`config.mk`:
```
export PLATFORM = sky130hd
export DESIGN_NAME = usable_range_reservation_splitter_unit
export DESIGN_NICKNAME = d
export VERILOG_FILES = /design/src/rtl/core/urrs_pkg.sv /design/src/rtl/core/urrs_front.sv /design/src/rtl/core/urrs_queue.sv /design/src/rtl/core/urrs_back.sv /design/src/rtl/core/usable_range_reservation_splitter_unit.sv
export SDC_FILE = /design/constraint.sdc
export NUM_CORES = 2
export LEC_CHECK = 0
export ABC_AREA = 0
export BUFFER_PORTS_ARGS = -buffer_cell sky130_fd_sc_hd__buf_2
export CORE_ASPECT_RATIO = 1.1
export CORE_UTILIZATION = 40
export DETAILED_ROUTE_END_ITERATION = 10
export PLACE_DENSITY = 0.57
export SYNTH_ARGS = -nofsm -noshare
export SYNTH_HDL_FRONTEND = slang
export SYNTH_SLANG_ARGS = --single-unit
```
`constraint.sdc`:
```
create_clock -name clk_i -period 7.5 [get_ports clk_i]
set_input_delay 2.25 -clock clk_i [delete_from_list [all_inputs] [get_ports clk_i]]
set_output_delay 2.25 -clock clk_i [all_outputs]
set_load 0.05 [all_outputs]
```
`src/rtl/core/urrs_pkg.sv`:
```
// ----------------------------------------------------------------------------
// urrs_pkg
// Shared types and constants of the usable range reservation splitter.
// ----------------------------------------------------------------------------
package urrs_pkg;

  localparam int unsigned ADDR_W         = 64;
  localparam int unsigned CNT_W          = 8;
  localparam int unsigned TABLE_CAPACITY = 128;
  localparam int unsigned QUEUE_DEPTH    = 4;
  localparam int unsigned QPTR_W         = $clog2(QUEUE_DEPTH);
  localparam int unsigned CFG_IDX_W      = 2;

  localparam logic [CFG_IDX_W-1:0] CFG_SECTION_START  = 2'd0;
  localparam logic [CFG_IDX_W-1:0] CFG_RESERVED_START = 2'd1;
  localparam logic [CFG_IDX_W-1:0] CFG_RESERVED_END   = 2'd2;

  localparam logic [CNT_W-1:0] TABLE_CAP_C = CNT_W'(TABLE_CAPACITY);

  typedef struct packed {
    logic [ADDR_W-1:0] entry_addr;
    logic [ADDR_W-1:0] entry_len;
    logic              entry_usable;
    logic              first_entry;
  } entry_t;

  typedef struct packed {
    logic [ADDR_W-1:0] piece_addr;
    logic [ADDR_W-1:0] piece_len;
    logic              piece_reserved;
    logic              piece_last;
    logic              table_overflow;
  } piece_t;

  typedef struct packed {
    logic [ADDR_W-1:0] sec_base;
    logic [ADDR_W-1:0] win_open;
    logic [ADDR_W-1:0] win_close;
  } cfg_t;

  // mask[0]: usable below window (or whole span when single)
  // mask[1]: reserved overlap, mask[2]: usable above window
  typedef struct packed {
    logic [ADDR_W-1:0] span_start;
    logic [ADDR_W-1:0] span_last;
    logic              first;
    logic [2:0]        mask;
    logic              single;
    logic              start_gt_rs;
    logic              last_lt_rl;
  } job_t;

endpackage

```
`src/rtl/core/urrs_front.sv`:
```
// ----------------------------------------------------------------------------
// urrs_front
// Two-stage classifier: clip entry to the section start, then locate it
// against the reserved window and emit a job descriptor.
// ----------------------------------------------------------------------------
module urrs_front import urrs_pkg::*; (
  input  logic   clk_i,
  input  logic   rst_ni,
  input  cfg_t   cfg_i,
  input  logic   in_valid_i,
  output logic   in_stall_o,
  input  entry_t in_data_i,
  output logic   job_valid_o,
  input  logic   job_ready_i,
  output job_t   job_o
);

  logic              s1_valid_q, s1_valid_d;
  logic [ADDR_W-1:0] s1_start_q, s1_last_q;
  logic              s1_keep_q, s1_first_q;
  logic              s2_valid_q, s2_valid_d;
  job_t              s2_job_q, s2_job_d;
  logic              s2_need;

  logic [ADDR_W:0]   sum;
  logic [ADDR_W-1:0] last_a, start_a, rlast;
  logic              keep_a, nowin;
  logic              s1_ready, s2_ready;

  assign sum     = {1'b0, in_data_i.entry_addr} + {1'b0, in_data_i.entry_len - ADDR_W'(1)};
  assign last_a  = sum[ADDR_W] ? '1 : sum[ADDR_W-1:0];
  assign start_a = (in_data_i.entry_addr < cfg_i.sec_base) ?
                   cfg_i.sec_base : in_data_i.entry_addr;
  assign keep_a  = in_data_i.entry_usable && (in_data_i.entry_len != '0) &&
                   !(last_a < cfg_i.sec_base);

  assign s2_need     = s2_job_q.first || (s2_job_q.mask != 3'b000);
  assign job_valid_o = s2_valid_q && s2_need;
  assign job_o       = s2_job_q;
  assign s2_ready    = !s2_valid_q || !s2_need || job_ready_i;
  assign s1_ready    = !s1_valid_q || s2_ready;
  assign in_stall_o  = !s1_ready;

  assign rlast = cfg_i.win_close - ADDR_W'(1);
  assign nowin = (cfg_i.win_close <= cfg_i.win_open) ||
                 (cfg_i.win_close <= s1_start_q) ||
                 (s1_last_q < cfg_i.win_open);

  always_comb begin
    s2_job_d.span_start  = s1_start_q;
    s2_job_d.span_last   = s1_last_q;
    s2_job_d.first       = s1_first_q;
    s2_job_d.single      = nowin;
    s2_job_d.start_gt_rs = s1_start_q > cfg_i.win_open;
    s2_job_d.last_lt_rl  = s1_last_q < rlast;
    if (!s1_keep_q) begin
      s2_job_d.mask = 3'b000;
    end else if (nowin) begin
      s2_job_d.mask = 3'b001;
    end else begin
      s2_job_d.mask = {rlast < s1_last_q, 1'b1, s1_start_q < cfg_i.win_open};
    end
  end

  assign s1_valid_d = s1_ready ? in_valid_i : s1_valid_q;
  assign s2_valid_d = s2_ready ? s1_valid_q : s2_valid_q;

  always_ff @(posedge clk_i or negedge rst_ni) begin
    if (!rst_ni) begin
      s1_valid_q <= 1'b0;
      s2_valid_q <= 1'b0;
    end else begin
      s1_valid_q <= s1_valid_d;
      s2_valid_q <= s2_valid_d;
    end
  end

  always_ff @(posedge clk_i) begin
    if (s1_ready && in_valid_i) begin
      s1_start_q <= start_a;
      s1_last_q  <= last_a;
      s1_keep_q  <= keep_a;
      s1_first_q <= in_data_i.first_entry;
    end
    if (s2_ready && s1_valid_q) begin
      s2_job_q <= s2_job_d;
    end
  end

endmodule

```
`src/rtl/core/urrs_queue.sv`:
```
// ----------------------------------------------------------------------------
// urrs_queue
// Small job FIFO between the classifier and the piece emitter.
// ----------------------------------------------------------------------------
module urrs_queue import urrs_pkg::*; (
  input  logic clk_i,
  input  logic rst_ni,
  input  logic push_valid_i,
  output logic push_ready_o,
  input  job_t push_data_i,
  output logic head_valid_o,
  input  logic pop_i,
  output job_t head_o
);

  job_t              mem_q [QUEUE_DEPTH];
  logic [QPTR_W-1:0] wr_ptr_q, wr_ptr_d, rd_ptr_q, rd_ptr_d;
  logic [QPTR_W:0]   cnt_q, cnt_d;
  logic              push, pop;

  assign push_ready_o = cnt_q != (QPTR_W+1)'(QUEUE_DEPTH);
  assign head_valid_o = cnt_q != '0;
  assign head_o       = mem_q[rd_ptr_q];
  assign push         = push_valid_i && push_ready_o;
  assign pop          = pop_i && head_valid_o;

  assign wr_ptr_d = push ? wr_ptr_q + QPTR_W'(1) : wr_ptr_q;
  assign rd_ptr_d = pop ? rd_ptr_q + QPTR_W'(1) : rd_ptr_q;
  assign cnt_d    = cnt_q + (QPTR_W+1)'(push) - (QPTR_W+1)'(pop);

  always_ff @(posedge clk_i or negedge rst_ni) begin
    if (!rst_ni) begin
      wr_ptr_q <= '0;
      rd_ptr_q <= '0;
      cnt_q    <= '0;
    end else begin
      wr_ptr_q <= wr_ptr_d;
      rd_ptr_q <= rd_ptr_d;
      cnt_q    <= cnt_d;
    end
  end

  always_ff @(posedge clk_i) begin
    if (push) begin
      mem_q[wr_ptr_q] <= push_data_i;
    end
  end

endmodule

```
`src/rtl/core/urrs_back.sv`:
```
// ----------------------------------------------------------------------------
// urrs_back
// Piece emitter: walks the head job's pieces one per cycle unless stalled,
// counts them against the table capacity and drives the output register.
// ----------------------------------------------------------------------------
module urrs_back import urrs_pkg::*; (
  input  logic   clk_i,
  input  logic   rst_ni,
  input  cfg_t   cfg_i,
  input  logic   head_valid_i,
  input  job_t   head_i,
  output logic   pop_o,
  output logic   out_valid_o,
  input  logic   out_stall_i,
  output piece_t out_data_o
);

  logic [2:0]        used_q, used_d, remain, sel;
  logic [CNT_W-1:0]  cnt_q, cnt_d, cnt_base;
  logic              ovf_q, ovf_d, ovf_base;
  logic              out_valid_q, out_valid_d;
  piece_t            out_q, out_d;
  logic              adv, act, clr, emit, last_piece;
  logic [ADDR_W-1:0] p_first, p_end;

  assign adv    = !out_valid_q || !out_stall_i;
  assign act    = adv && head_valid_i;
  assign remain = head_i.mask & ~used_q;
  assign sel    = remain & (~remain + 3'd1);
  assign emit   = act && (remain != 3'b000);
  assign last_piece = (remain & ~sel) == 3'b000;
  assign clr    = head_i.first && (used_q == 3'b000);
  assign pop_o  = act && last_piece;

  assign cnt_base = clr ? '0 : cnt_q;
  assign ovf_base = clr ? 1'b0 : ovf_q;

  always_comb begin
    p_first = head_i.span_start;
    p_end   = head_i.span_last;
    case (sel)
      3'b001: begin
        p_first = head_i.span_start;
        p_end   = head_i.single ? head_i.span_last : cfg_i.win_open - ADDR_W'(1);
      end
      3'b010: begin
        p_first = head_i.start_gt_rs ? head_i.span_start : cfg_i.win_open;
        p_end   = head_i.last_lt_rl ? head_i.span_last : cfg_i.win_close - ADDR_W'(1);
      end
      3'b100: begin
        p_first = cfg_i.win_close;
        p_end   = head_i.span_last;
      end
      default: begin
        p_first = head_i.span_start;
        p_end   = head_i.span_last;
      end
    endcase
  end

  always_comb begin
    used_d      = used_q;
    cnt_d       = cnt_q;
    ovf_d       = ovf_q;
    out_valid_d = adv ? 1'b0 : out_valid_q;
    out_d       = out_q;
    if (act) begin
      used_d = last_piece ? 3'b000 : (used_q | sel);
      cnt_d  = cnt_base;
      ovf_d  = ovf_base;
      if (emit) begin
        if (cnt_base >= TABLE_CAP_C) begin
          ovf_d = 1'b1;
        end else begin
          cnt_d = cnt_base + CNT_W'(1);
        end
        out_valid_d          = 1'b1;
        out_d.piece_addr     = p_first;
        out_d.piece_len      = p_end - p_first + ADDR_W'(1);
        out_d.piece_reserved = sel[1];
        out_d.piece_last     = last_piece;
        out_d.table_overflow = ovf_d;
      end
    end
  end

  assign out_valid_o = out_valid_q;
  assign out_data_o  = out_q;

  always_ff @(posedge clk_i or negedge rst_ni) begin
    if (!rst_ni) begin
      used_q      <= 3'b000;
      cnt_q       <= '0;
      ovf_q       <= 1'b0;
      out_valid_q <= 1'b0;
    end else begin
      used_q      <= used_d;
      cnt_q       <= cnt_d;
      ovf_q       <= ovf_d;
      out_valid_q <= out_valid_d;
    end
  end

  always_ff @(posedge clk_i) begin
    out_q <= out_d;
  end

`ifndef SYNTHESIS
  a_cnt_bound: assert property (@(posedge clk_i) disable iff (!rst_ni)
    cnt_q <= TABLE_CAP_C)
    else $error("piece count above capacity");

  a_ovf_full: assert property (@(posedge clk_i) disable iff (!rst_ni)
    ovf_q |-> (cnt_q == TABLE_CAP_C))
    else $error("overflow flagged with table not full");

  a_used_head: assert property (@(posedge clk_i) disable iff (!rst_ni)
    (used_q != 3'b000) |-> (head_valid_i && ((used_q & ~head_i.mask) == 3'b000)))
    else $error("piece walk state without matching job");

  a_emit_out: assert property (@(posedge clk_i) disable iff (!rst_ni)
    emit |=> out_valid_q)
    else $error("emitted piece not presented");
`endif

endmodule

```
`src/rtl/core/usable_range_reservation_splitter_unit.sv`:
```
// ----------------------------------------------------------------------------
// usable_range_reservation_splitter_unit
// Splits usable memory-map entries into section pieces around one reserved
// window.
// ----------------------------------------------------------------------------
// Entries enter a two-stage classifier, one per cycle unless in_stall_o is
// high, and queue as jobs in a four-deep FIFO; the emitter drains one piece
// per cycle unless out_stall_i is high. A kept entry yields one to three
// pieces; a dropped entry with first_entry set is queued as a job with no
// pieces, other dropped entries are not. The single piece emitter sets the
// sustained rate; pieces pass both stages, the FIFO and a registered output.
// Registers may be written only while no entry is in flight.
module usable_range_reservation_splitter_unit import urrs_pkg::*; (
  input  logic                 clk_i,
  input  logic                 rst_ni,
  input  logic                 cfg_valid_i,
  output logic                 cfg_ready_o,
  input  logic [CFG_IDX_W-1:0] cfg_index_i,
  input  logic [ADDR_W-1:0]    cfg_data_i,
  input  logic                 in_valid_i,
  output logic                 in_stall_o,
  input  entry_t               in_data_i,
  output logic                 out_valid_o,
  input  logic                 out_stall_i,
  output piece_t               out_data_o
);

  cfg_t cfg_q, cfg_d;
  logic job_valid, job_ready, head_valid, pop;
  job_t job, head;

  assign cfg_ready_o = 1'b1;

  always_comb begin
    cfg_d = cfg_q;
    if (cfg_valid_i) begin
      case (cfg_index_i)
        CFG_SECTION_START:  cfg_d.sec_base  = cfg_data_i;
        CFG_RESERVED_START: cfg_d.win_open  = cfg_data_i;
        CFG_RESERVED_END:   cfg_d.win_close = cfg_data_i;
        default:            cfg_d = cfg_q;
      endcase
    end
  end

  always_ff @(posedge clk_i or negedge rst_ni) begin
    if (!rst_ni) begin
      cfg_q <= '0;
    end else begin
      cfg_q <= cfg_d;
    end
  end

  urrs_front u_front (
    .clk_i       (clk_i),
    .rst_ni      (rst_ni),
    .cfg_i       (cfg_q),
    .in_valid_i  (in_valid_i),
    .in_stall_o  (in_stall_o),
    .in_data_i   (in_data_i),
    .job_valid_o (job_valid),
    .job_ready_i (job_ready),
    .job_o       (job)
  );

  urrs_queue u_queue (
    .clk_i        (clk_i),
    .rst_ni       (rst_ni),
    .push_valid_i (job_valid),
    .push_ready_o (job_ready),
    .push_data_i  (job),
    .head_valid_o (head_valid),
    .pop_i        (pop),
    .head_o       (head)
  );

  urrs_back u_back (
    .clk_i        (clk_i),
    .rst_ni       (rst_ni),
    .cfg_i        (cfg_q),
    .head_valid_i (head_valid),
    .head_i       (head),
    .pop_o        (pop),
    .out_valid_o  (out_valid_o),
    .out_stall_i  (out_stall_i),
    .out_data_o   (out_data_o)
  );

endmodule
```
==> impl_metrics.csv <==
group,metric,value,unit
synthesis,syn_inst,5255,
worst_setup_path,start_kind,"input port",
routing,wl_per_cell,24.41,um
clock_network,clk_path_buf_depth,3,
power_and_ir_drop,fin_total_pwr,0.04000,W
power_and_ir_drop,power.density,517.4,nW/um^2
die,io_pins,335,
synthesis,yosys_warnings,0,
power_and_ir_drop,pwr-share-comb,0.578,
routing,wirelength,203400,um
routing,drc,0,
routing,num_vias,46210,
power_and_ir_drop,p_leak,31.80,nW
synthesis,synth.ff_latch_count,1150,
clock_network,ctsRootBufferMaster,"clkbuf_16",
synthesis,synth_top_area_cell,"edfxtp_1",
timing,hold_viol,0,
global_routing,grt_first_pass_wirelength,296200,um
routing,drt_iter0_drc,4392,
placed_design,place_congestion,0.9179,
synthesis,async_reset_ff_frac,0.1861,
global_routing,grt_remaining_overflow,0,
final_layout,nNetsFinal,6977,
worst_setup_path,path_class,"in -> reg",
synthesis,synth.top_cell.area_share,0.4347,
final_layout,num-fill-cells,14500,
worst_setup_path,slowest_delay,0.53,ns
job,max_cap_viol_count,0,
die,coreArea,160300,sq um
power_and_ir_drop,p_sw,0.01763,W
timing,fin_skew,0.02888,ns
status,violations,"negative setup slack",
die,dieArea,163300,sq um
routing,ant_nets,0,
synthesis,synth.area.top_cells,"edfxtp_1, ha_1, dfrtp_1",
clock_network,cts_htree_levels,3,
worst_setup_path,crit_fanout,9,
synthesis,ys_seq_area_frac,0.5175,
synthesis,synth_edf_count,936,
final_layout,stdcell_count,8334,
synthesis,ys_dominant_reg_cell,"edfxtp_1",
clock_network,cts_num_sinks,1150,
die,start_util,0.4033,
timing,setup_viol,1,
worst_setup_path,slowest_stage,"or4_4",
placed_design,dp_hpwl,159100,um
worst_setup_path,cp_top_family,"simple AND/OR/NAND/NOR gates",
timing,finalMaxSlewViolations,0,
status,status,"complete, but fails checks",
worst_setup_path,worst-path-buf-inv,7,
die,dieWidth,385.3,um
power_and_ir_drop,p_sw_frac,0.4409,
clock_network,clock_latency,0.73,ns
global_routing,grt_pass1_vias,45150,
worst_setup_path,cp.arrival,8.42,ns
global_routing,grt_start_max_net_pins,136,
worst_setup_path,cp-end-kind,"register",
timing,rsz0062_at_grt,"true",
power_and_ir_drop,ir_drop,322.6,uV
clock_network,hold_buffers,0,
worst_setup_path,crit_path_frequent_cell,"buf_4",
clock_network,tritoncts,"yes",
timing,period_needed,7.961,ns
clock_network,clk_pin_slew_worst_paths,0.07,ns
final_layout,area_delta_synth_final,19.56,%
placed_design,numPortBuffers,333,
timing,fmax,125.6,MHz
timing,hold_ws,0.4404,ns
routing,first_pass_iters,5,
synthesis,synth_area_per_cell,12.30,sq um
synthesis,synth_most_common_cell,"edfxtp_1",
worst_setup_path,crit_required,7.95,ns
placed_design,preCtsSetupSlack,-2.049,ns
placed_design,dp.cells,8095,
clock_network,cts_buffers,113,
global_routing,antenna_found_initial,17,
die,std_cell_rows,154,
min_path,hp-class,"reg -> reg",
power_and_ir_drop,p_int,0.02236,W
power_and_ir_drop,seqPwrFrac,0.274,
synthesis,netlist-cell-type-count,80,
routing,viasPerCell,5.545,
synthesis,synth_fp_nets,6105,
timing,worst-slew-pin-transition,1.170,ns
global_routing,track_usage,0.2465,
timing,fin_crit_sh,1.061,
synthesis,yosys-top-cells-count,"edfxtp_1, ha_1, nand2_1",
final_layout,drive_gt1_frac,0.2475,
synthesis,netlist_area,64660,sq um
timing,relSlewSlack,0.2180,
timing,fin_ws,-0.4606,ns
die,die_y,423.7,um
power_and_ir_drop,clkPwrFrac,0.149,
## per-stage QoR
step | setup TNS (ns) | utilization | cell area (sq um)
after floorplan | -0.6396 | - | 64810
after global placement | -6.379 | 0.4550 | 72940
after detailed placement | -5.164 | 0.4550 | 72940
after CTS | -0.4370 | 0.4814 | 77180
after global routing | -0.8008 | 0.4822 | 77300
final | -0.4606 | 0.4822 | 77300
## path summary, 6_finish.rpt
| kind | to | depth (start not counted) | slack (ns) | from |
|---|---|---|---|---|
| worst max-delay path | u_front.s1_keep_q | 33 | -0.46 | in_data_i[17] |
| worst min-delay path | u_front.job_o[6] | 0 | 0.44 | u_front.s1_first_q |
| worst max register to register | u_back.out_data_o[66] | 25 | 0.31 | cfg_q[22] |
| worst min register to register | u_front.job_o[6] | 0 | 0.44 | u_front.s1_first_q |
| max in group asynchronous | cfg_q[116] | 2 | 4.47 | rst_ni |
| min in group asynchronous | u_back.cnt_q[2] | 1 | 1.51 | rst_ni |
## worst reg2reg max path, delay by kind of cell, from the launching register on
kind            cells  cell delay (ns)
flops               1             0.49
simple gates       10             3.42
fa+ha+maj           2             0.62
buf+inv             2             0.38
compound gates      9             1.61
xor+xnor            2             0.36
## power groups by stage
stage / Sequential [W] / Clock (W) / Combinational, W
floorplan: 0.0121 / 0 / 0.0142
global placement: 0.0110 / 0 / 0.0229
detailed placement: 0.0111 / 0 / 0.0230
CTS: 0.0109 / 0.00605 / 0.0232
global route: 0.0111 / 0.00627 / 0.0254
finish: 0.0109 / 0.00595 / 0.0231
## kinds of logic (layout without fill, tap and decap cells)
kind of cell | Yosys count | after routing | synth area share
muxes | 332 | 332 | 0.08108
other | 1 | 6 | 0.00005800
xor gates and xnor gates | 301 | 301 | 0.04077
and+or+nand+nor | 1196 | 1196 | 0.09358
adders and majority gates | 650 | 650 | 0.1261
DFF | 1150 | 1150 | 0.5175
buffers and inverters | 496 | 1464 | 0.02909
AOI/OAI and AO/OA | 1129 | 1129 | 0.1118
## routing by layer
layer,routed length (um),track usage
met1,97550,0.3785
met2,85910,0.3570
met3,13450,0.02863
met4,6520,0.08360
met5,0,0
## placed cells by master (no fill, tap or decap), types with 134 or more instances in the layout
cell type and count:
dfrtp_1 212, ha_1 643, buf_2 331, nor2_1 166
edfxtp_1 936, nand2_1 374, a21oi_1 249, mux2_2 194
inv_1 320, buf_4 588, a21o_1 232, xnor2_1 201
mux4_2 134, o21ai_0 288
## cell type report
| type | count | area, sq um | area share |
|---|---|---|---|
| clock buffer | 150 | 3118 | 0.04033 |
| antenna | 5 | 12.51 | 0.0001619 |
| tap | 2106 | 2635 | 0.03409 |
| sequential | 1150 | 33470 | 0.4330 |
| multi-input combinational | 3609 | 29780 | 0.3853 |
| timing repair buffer | 932 | 6316 | 0.08171 |
| inverter | 321 | 1210 | 0.01565 |
| clock inverter | 61 | 758.2 | 0.009809 |
## state kept, by name, indices dropped and copies added, names as in the netlist, 3 cells and up
signal and cells:
u_back.cnt_q 8, cfg_q 192, u_back.out_data_o 131, u_front.job_o 135, u_back.used_q 3, u_front.s1_last_q 64
u_queue.cnt_q 3, u_queue.mem_q 540, u_front.s1_start_q 64
## timing repair
action / 4_1_cts / 5_1_grt
buffers inserted: 19 / 4
endpoints found under the setup margin: 1 / 3
pin swaps: 26 / 17
resized for setup: 47 / 20
Note: power is estimated with default switching activity, not from simulation.
